==> src/hdl/grar_pkg.sv <==
// ----------------------------------------------------------------------------
// grar_pkg: shared definitions for the group anti-replay table
// Table geometry, window constants, status codes and sequencer states.
// ----------------------------------------------------------------------------
package grar_pkg;

  localparam int ENTRIES = 16;  // table depth, 1..31 (the occupied port is 5 bits)
  localparam int WINDOW  = 64;  // bitmap width, 1..64

  localparam int IDX_W = (ENTRIES > 1) ? $clog2(ENTRIES) : 1;
  localparam int OCC_W = $clog2(ENTRIES + 1);

  localparam logic [63:0] WIN_MASK =
    (WINDOW >= 64) ? {64{1'b1}} : ((64'd1 << WINDOW) - 64'd1);
  localparam logic [63:0] WIN_SIZE = 64'(WINDOW);

  typedef enum logic [2:0] {
    ST_OK      = 3'd0,
    ST_INVALID = 3'd1,
    ST_FULL    = 3'd2,
    ST_STALE   = 3'd3,
    ST_REPLAY  = 3'd4
  } status_t;

  typedef enum logic [2:0] {
    S_IDLE,
    S_CHK,
    S_SCAN,
    S_ALLOC,
    S_EPOCH,
    S_CTR,
    S_DIST,
    S_FIN
  } state_t;

endpackage

==> src/hdl/group_anti_replay_table.sv <==
// ----------------------------------------------------------------------------
// group_anti_replay_table: per-sender anti-replay table for group traffic
// Tracks (network, sender, group) triples with key epoch, highest counter
// and a sliding bitmap; checks each request and reports saturating totals.
// ----------------------------------------------------------------------------
//
//  channel   handshake             payload
//  -------   -------------------   ------------------------------------------
//  request   in_valid / in_ready   mode, is_group, network_id, sender_id,
//                                  group_id, epoch, counter
//  result    out_valid/out_ready   status, occupied, capacity_refusals,
//                                  stale_epochs, replays
//  config    cfg_wr_en             cfg_wr_data (max_counter), no wait
//
//  A check request is accepted while idle, range-checked, then scans up to
//  ENTRIES entries (the scan stops at a hit); it then allocates an entry, or
//  takes 1 to 3 epoch/counter/distance steps on the shared 64-bit subtractor,
//  and posts its result from the final step. Clear and invalid requests go
//  from the range check straight to the final step.
//  Reset (rst, synchronous) empties the table, zeroes the totals and loads
//  max_counter with all ones. in_ready is high only while idle; a result not
//  yet taken holds the sequencer in its last step.
//
module group_anti_replay_table
  import grar_pkg::*;
(
  input  logic        clk,
  input  logic        rst,
  // configuration
  input  logic        cfg_wr_en,
  input  logic [63:0] cfg_wr_data,
  // request channel
  input  logic        in_valid,
  output logic        in_ready,
  input  logic        mode,
  input  logic        is_group,
  input  logic [15:0] network_id,
  input  logic [15:0] sender_id,
  input  logic [15:0] group_id,
  input  logic [31:0] epoch,
  input  logic [63:0] counter,
  // result channel
  output logic        out_valid,
  input  logic        out_ready,
  output logic [2:0]  status,
  output logic [4:0]  occupied,
  output logic [31:0] capacity_refusals,
  output logic [31:0] stale_epochs,
  output logic [31:0] replays
);

  // Saturating increment for the statistics totals.
  function automatic logic [31:0] sat_inc(input logic [31:0] v);
    sat_inc = (v == 32'hFFFF_FFFF) ? v : v + 32'd1;
  endfunction

  // --------------------------------------------------------------------------
  // State
  // --------------------------------------------------------------------------
  state_t state, state_next;

  logic [63:0] max_counter;

  // Entry table: valid bits are flops cleared on reset; the payload arrays
  // are written on allocation before they are ever read.
  logic [ENTRIES-1:0] entry_valid;
  logic [15:0]        e_net  [ENTRIES];
  logic [15:0]        e_snd  [ENTRIES];
  logic [15:0]        e_grp  [ENTRIES];
  logic [31:0]        e_epoch[ENTRIES];
  logic [63:0]        e_high [ENTRIES];
  logic [63:0]        e_win  [ENTRIES];

  logic [OCC_W-1:0]   occ;
  logic [31:0]        refusal_total;
  logic [31:0]        stale_total;
  logic [31:0]        replay_total;

  // Captured request
  logic        req_mode;
  logic        req_group;
  logic [15:0] req_net;
  logic [15:0] req_snd;
  logic [15:0] req_grp;
  logic [31:0] req_epoch;
  logic [63:0] req_ctr;

  // Scan bookkeeping
  logic [IDX_W-1:0] idx;
  logic [IDX_W-1:0] free_idx;
  logic             have_free;
  status_t          res;

  // --------------------------------------------------------------------------
  // Shared subtractor: every magnitude compare and distance goes through it.
  // --------------------------------------------------------------------------
  logic [63:0] alu_a, alu_b;
  logic [64:0] alu_diff;
  logic        alu_borrow;   // alu_a < alu_b
  logic        alu_zero;
  logic        alu_far;      // difference at least a full window
  logic [5:0]  alu_sh;

  always_comb begin
    alu_a = req_ctr;
    alu_b = e_high[idx];
    case (state)
      S_CHK: begin
        alu_a = max_counter;
        alu_b = req_ctr;
      end
      S_EPOCH: begin
        alu_a = {32'd0, req_epoch};
        alu_b = {32'd0, e_epoch[idx]};
      end
      S_DIST: begin
        alu_a = e_high[idx];
        alu_b = req_ctr;
      end
      default: begin
        alu_a = req_ctr;
        alu_b = e_high[idx];
      end
    endcase
  end

  assign alu_diff   = {1'b0, alu_a} - {1'b0, alu_b};
  assign alu_borrow = alu_diff[64];
  assign alu_zero   = (alu_diff[63:0] == 64'd0);
  assign alu_far    = (alu_diff[63:0] >= WIN_SIZE);
  assign alu_sh     = alu_diff[5:0];

  logic key_hit;
  logic last_idx;
  logic out_free;

  assign key_hit  = entry_valid[idx] && (e_net[idx] == req_net) &&
                    (e_snd[idx] == req_snd) && (e_grp[idx] == req_grp);
  assign last_idx = (idx == IDX_W'(ENTRIES - 1));
  assign out_free = !out_valid || out_ready;
  assign in_ready = (state == S_IDLE);

  // --------------------------------------------------------------------------
  // Sequencer
  // --------------------------------------------------------------------------
  always_ff @(posedge clk) begin
    if (rst) begin
      state <= S_IDLE;
    end else begin
      state <= state_next;
    end
  end

  always_comb begin
    state_next = state;
    case (state)
      S_IDLE: begin
        if (in_valid) state_next = S_CHK;
      end
      S_CHK: begin
        if (req_mode || !req_group || alu_borrow) state_next = S_FIN;
        else state_next = S_SCAN;
      end
      S_SCAN: begin
        if (key_hit) state_next = S_EPOCH;
        else if (last_idx) state_next = S_ALLOC;
      end
      S_ALLOC: state_next = S_FIN;
      S_EPOCH: begin
        if (alu_borrow || !alu_zero) state_next = S_FIN;
        else state_next = S_CTR;
      end
      S_CTR: begin
        if (!alu_borrow && !alu_zero) state_next = S_FIN;
        else state_next = S_DIST;
      end
      S_DIST: state_next = S_FIN;
      S_FIN: begin
        if (out_free) state_next = S_IDLE;
      end
      default: state_next = S_IDLE;
    endcase
  end

  // --------------------------------------------------------------------------
  // Control state: valid bits, occupancy, totals, configuration
  // --------------------------------------------------------------------------
  always_ff @(posedge clk) begin
    if (rst) begin
      max_counter   <= {64{1'b1}};
      entry_valid   <= '0;
      occ           <= '0;
      refusal_total <= '0;
      stale_total   <= '0;
      replay_total  <= '0;
      out_valid     <= 1'b0;
    end else begin
      if (cfg_wr_en) max_counter <= cfg_wr_data;

      // Post a new result from the final step; hold one that is not taken.
      out_valid <= (state == S_FIN && out_free) || (out_valid && !out_ready);

      case (state)
        S_CHK: begin
          if (req_mode) begin
            entry_valid <= '0;
            occ         <= '0;
          end
        end
        S_ALLOC: begin
          if (have_free) begin
            entry_valid[free_idx] <= 1'b1;
            occ                   <= occ + OCC_W'(1);
          end else begin
            refusal_total <= sat_inc(refusal_total);
          end
        end
        S_EPOCH: begin
          if (alu_borrow) stale_total <= sat_inc(stale_total);
        end
        S_DIST: begin
          if (alu_far || e_win[idx][alu_sh]) replay_total <= sat_inc(replay_total);
        end
        default: ;
      endcase
    end
  end

  // --------------------------------------------------------------------------
  // Datapath: request capture, scan pointers, entry payload, result register
  // --------------------------------------------------------------------------
  always_ff @(posedge clk) begin
    case (state)
      S_IDLE: begin
        // Capture the request on acceptance.
        if (in_valid) begin
          req_mode  <= mode;
          req_group <= is_group;
          req_net   <= network_id;
          req_snd   <= sender_id;
          req_grp   <= group_id;
          req_epoch <= epoch;
          req_ctr   <= counter;
        end
      end
      S_CHK: begin
        idx       <= '0;
        have_free <= 1'b0;
        if (req_mode) res <= ST_OK;
        else res <= ST_INVALID;
      end
      S_SCAN: begin
        // Remember the lowest free entry; hold idx on a hit.
        if (!entry_valid[idx] && !have_free) begin
          free_idx  <= idx;
          have_free <= 1'b1;
        end
        if (!key_hit && !last_idx) idx <= idx + IDX_W'(1);
      end
      S_ALLOC: begin
        if (have_free) begin
          e_net[free_idx]   <= req_net;
          e_snd[free_idx]   <= req_snd;
          e_grp[free_idx]   <= req_grp;
          e_epoch[free_idx] <= req_epoch;
          e_high[free_idx]  <= req_ctr;
          e_win[free_idx]   <= 64'd1;
          res               <= ST_OK;
        end else begin
          res <= ST_FULL;
        end
      end
      S_EPOCH: begin
        if (alu_borrow) begin
          res <= ST_STALE;
        end else if (!alu_zero) begin
          // Newer epoch: restart the window at this counter.
          e_epoch[idx] <= req_epoch;
          e_high[idx]  <= req_ctr;
          e_win[idx]   <= 64'd1;
          res          <= ST_OK;
        end
      end
      S_CTR: begin
        if (!alu_borrow && !alu_zero) begin
          // Higher counter: slide the bitmap and mark the new head.
          e_win[idx]  <= ((alu_far ? 64'd0 : (e_win[idx] << alu_sh)) | 64'd1) & WIN_MASK;
          e_high[idx] <= req_ctr;
          res         <= ST_OK;
        end
      end
      S_DIST: begin
        if (alu_far || e_win[idx][alu_sh]) begin
          res <= ST_REPLAY;
        end else begin
          e_win[idx] <= e_win[idx] | (64'd1 << alu_sh);
          res        <= ST_OK;
        end
      end
      S_FIN: begin
        if (out_free) begin
          status            <= res;
          occupied          <= 5'(occ);
          capacity_refusals <= refusal_total;
          stale_epochs      <= stale_total;
          replays           <= replay_total;
        end
      end
      default: ;
    endcase
  end

  // --------------------------------------------------------------------------
  // Assertions
  // --------------------------------------------------------------------------
  a_occ_matches_valid: assert property (@(posedge clk) disable iff (rst)
    32'(occ) == $countones(entry_valid))
    else $error("occupancy count disagrees with valid bits");

  a_occ_bounded: assert property (@(posedge clk) disable iff (rst)
    32'(occ) <= ENTRIES)
    else $error("occupancy above table depth");

  a_busy_after_accept: assert property (@(posedge clk) disable iff (rst)
    (in_valid && in_ready) |=> !in_ready)
    else $error("request accepted while previous one in progress");

  a_result_from_fin: assert property (@(posedge clk) disable iff (rst)
    $rose(out_valid) |-> ($past(state) == S_FIN))
    else $error("result posted outside final step");

endmodule

==> config.mk <==
export PLATFORM = sky130hd
export DESIGN_NAME = group_anti_replay_table
export DESIGN_NICKNAME = d
export VERILOG_FILES = /design/src/hdl/grar_pkg.sv /design/src/hdl/group_anti_replay_table.sv
export SDC_FILE = /design/constraint.sdc
export NUM_CORES = 2
export LEC_CHECK = 0
export BUFFER_PORTS_ARGS = -buffer_cell sky130_fd_sc_hd__buf_2
export CAP_MARGIN = 20
export CELL_PAD_IN_SITES_DETAIL_PLACEMENT = 1
export CELL_PAD_IN_SITES_GLOBAL_PLACEMENT = 1
export CORE_MARGIN = 2
export CORE_UTILIZATION = 55
export CTS_BUF_LIST = sky130_fd_sc_hd__clkbuf_16
export DETAILED_ROUTE_END_ITERATION = 10
export HOLD_SLACK_MARGIN = 0.08
export PLACE_DENSITY = 0.79
export SYNTH_ARGS = -nofsm -noshare
export SYNTH_HDL_FRONTEND = slang
export SYNTH_SLANG_ARGS = --single-unit
==> constraint.sdc <==
create_clock -name clk -period 16.7 [get_ports clk]
set_clock_uncertainty 0.1 [all_clocks]
set_input_delay 1.67 -clock clk [delete_from_list [all_inputs] [get_ports clk]]
set_output_delay 1.67 -clock clk [all_outputs]
set_load 0.02 [all_outputs]
==> out/metrics.cfg <==
[final_layout]
syn2layout_area_growth_pct = 12.31
final_nets = 8998
multi_input_area_mm2 = 0.04126
final_core_util_pct = 62.08
seqCellArea_mm2 = 0.1116
fill_cells = 23643
stdcell_count = 12758
fin_area_mm2 = 0.1734
drive_gt1_share_pct = 24.92

[critical_path]
end_kind = flop
crit_required_ns = 17.15
worstPathMaxFanout = 103
startpoint_type = flop
rr_worst_depth = 22
r2r_slack_ns = 4.73
worstPathArrival_ns = 12.42
critPathKind = flop to flop

[synth]
yosysTopAreaCell = edfxtp_1
synth-edff-count = 3590
ys_ff_latch = 3779
syn-num-nets = 8540
ys_types = 91
synth_top_area_share_pct = 69.81
synth.area.top_cells = edfxtp_1, mux4_2, dfxtp_1, a21oi_1, mux2i_1
syn_inst = 8255
netlist_area_mm2 = 0.1544
synthArstFlopShare_pct = 0
yosysWarningCount = 0
ys.flop_type = edfxtp_1
postSynthAreaPerCell_um2 = 18.71
synth.yosys.seq_area_share_pct = 72.26

[place]
dp_hpwl_um = 274300
finalWeightedCongestion = 0.9425
port-buffer-count = 320
placedCellCount = 12034
dpl_cell_area_mm2 = 0.1611

[timing]
finalSetupTns_ns = 0
fin_crit_sh_pct = 71.66
finalHoldViolations = 0
drv_slew = 0
slew_headroom_pct = 14.62
rsz0062_at_grt = false
min_period_ns = 11.97
worstMarginPinSlew_ns = 1.276
fmax_mhz = 83.56
setup_viol = 0

[route]
viasPerCell = 6.808
post-route-drc-count = 0
drt_pass1_iterations = 6
drt-total-wl_um = 464800
drtIter0Drc = 11628
via_count = 86862
drtAntennaViolNets = 0
drt-wirelength-per-cell_um = 36.43

[floorplanning]
start_util_pct = 55.28
placementRows = 194
core_area_mm2 = 0.2794
top_level_ports = 321
die-area_mm2 = 0.2850
die_h_um = 533.9
die_w_um = 533.9

[clocking]
cts_max_level = 5
cts_setup_buffers = 0
clockRootBuffer = clkbuf_16
cts_buffers = 379
clk_pin_slew_ns = 0.06
holdBufCountCts = 0
cts_resized = 0
clk_path_buf_depth = 4
clock_latency_ns = 0.98
cts_sinks = 3779
cts_tree = done

[power]
ir_worst_vdd_mv = 0.4125
p_total_mw = 38.16
leakage_nw = 54.07
powerDensity_mw_per_mm2 = 220.0

[global_routing]
grt_max_degree = 144
grt_antenna_before_repair = 23
grt_pass1_vias = 91447
grt_pass1_wl_um = 667900
grt_use_total_pct = 32.55
grt-ovfl-total = 0

[hold_path]
hp-class = flop to flop
hold_depth = 0

[status]
outcome = finished clean

[run]
drv_cap = 0

==> sequential cells by signal, summed over array words and instances, names as in the netlist, 64 cells and up, named ones only <==
signal / count
e_high: 1024
e_net: 256
req_ctr: 64
e_win: 1024
max_counter: 64
e_snd: 256
e_epoch: 512
e_grp: 256
==> path summary, 6_finish.rpt <==
path               startpoint                endpoint
max                      flop  e_win[3][61]$_DFFE_PP_
min          res[1]$_DFFE_PP_     status[1]$_DFFE_PP_
max reg2reg              flop  e_win[3][61]$_DFFE_PP_
min reg2reg  res[1]$_DFFE_PP_     status[1]$_DFFE_PP_
==> worst max-delay path: stages, from the launching register on <==
cell and delay, ns:
dfxtp_4 0.93, buf_12 0.55, buf_4 0.86, mux4_2 0.60, mux4_2 0.51, a221oi_1 0.28, a21oi_1 0.08, ha_1 0.48
nand2_1 0.15, o21ai_0 0.56, nand2_1 0.11, and3_1 0.21, a21oi_1 0.28, or4b_2 0.62, nand3b_1 0.24, nor4_1 0.27
nand4_1 0.16, nor2_1 0.78, nand3_2 0.90, and2_1 0.42, buf_4 0.27, o21ai_4 0.92, buf_4 0.80
==> Yosys cell counts, drive strengths merged (9+ instances only) <==
cell     count
o2111ai      9
and2        23
a21oi      373
a22o        31
buf        205
a211o       70
nor2       375
inv         54
edfxtp    3590
a221oi      50
nor2b      104
o211ai      26
and3        42
o22ai       83
mux2i      183
a21boi       9
o31ai       31
nor3        66
o21a        38
xnor2       78
a211oi      43
a222oi      10
a31oi       49
nand4       65
clkbuf     282
mux4       970
a22oi       81
xor2        70
dfxtp      189
ha          69
nand2b      24
mux2        65
nand3       75
or2         15
or3         27
o221ai      11
o32ai       14
o21ai      215
nand2      399
nor4        20
or4         18
a21o        17
==> placed cells by master (no fill, tap or decap), drive strengths merged, types with 152 or more instances in the layout <==
master  synthesis  routed
inv            54     152
clkinv          3     166
nand2         399     399
a21oi         373     373
nor2          375     375
buf           205     564
edfxtp       3590    3590
clkbuf        282     387
o21ai         215     215
mux4          970     970
mux2i         183     183
dfxtp         189     189
==> where the power goes <==
part | switching, mW | internal (mW)
logic | 12.5 | 5.84
registers | 0.496 | 10.9
clock network | 3.67 | 4.73
==> cells by family after synthesis <==
logic type	share of synthesized area, %
AOI/OAI and AO/OA	5.140
xor gates and xnor gates	0.8394
DFF	72.26
adders and majority gates	0.5720
muxes	15.82
and+or+nand+nor	3.852
buffers and inverters	1.525
==> stage by stage <==
step	hold WS, ns	worst slack, ns
finish	0.3166	4.733
global route	0.3355	4.068
CTS	0.3179	4.809
detailed placement	0.3247	4.847
global placement	0.3066	4.996
floorplan	0.3003	3.866
==> metal layers <==
layer | vias to the layer above | wire, µm | GRT usage, %
met5 | - | 128 | 0
met4 | 18 | 18620 | 11.62
met3 | 962 | 43260 | 5.730
met2 | 5127 | 224300 | 52.32
met1 | 45828 | 178500 | 45.37
li1 | 34927 | - | -
==> final cells by class <==
cell class	count	area share, %
sequential	3779	64.35
multi-input combinational	3932	23.79
clock buffer	387	5.583
tap	3724	2.686
timing repair buffer	564	2.067
clock inverter	305	1.387
inverter	57	0.1277
antenna	10	0.01443
No activity file was read; power rests on OpenSTA's default activity.
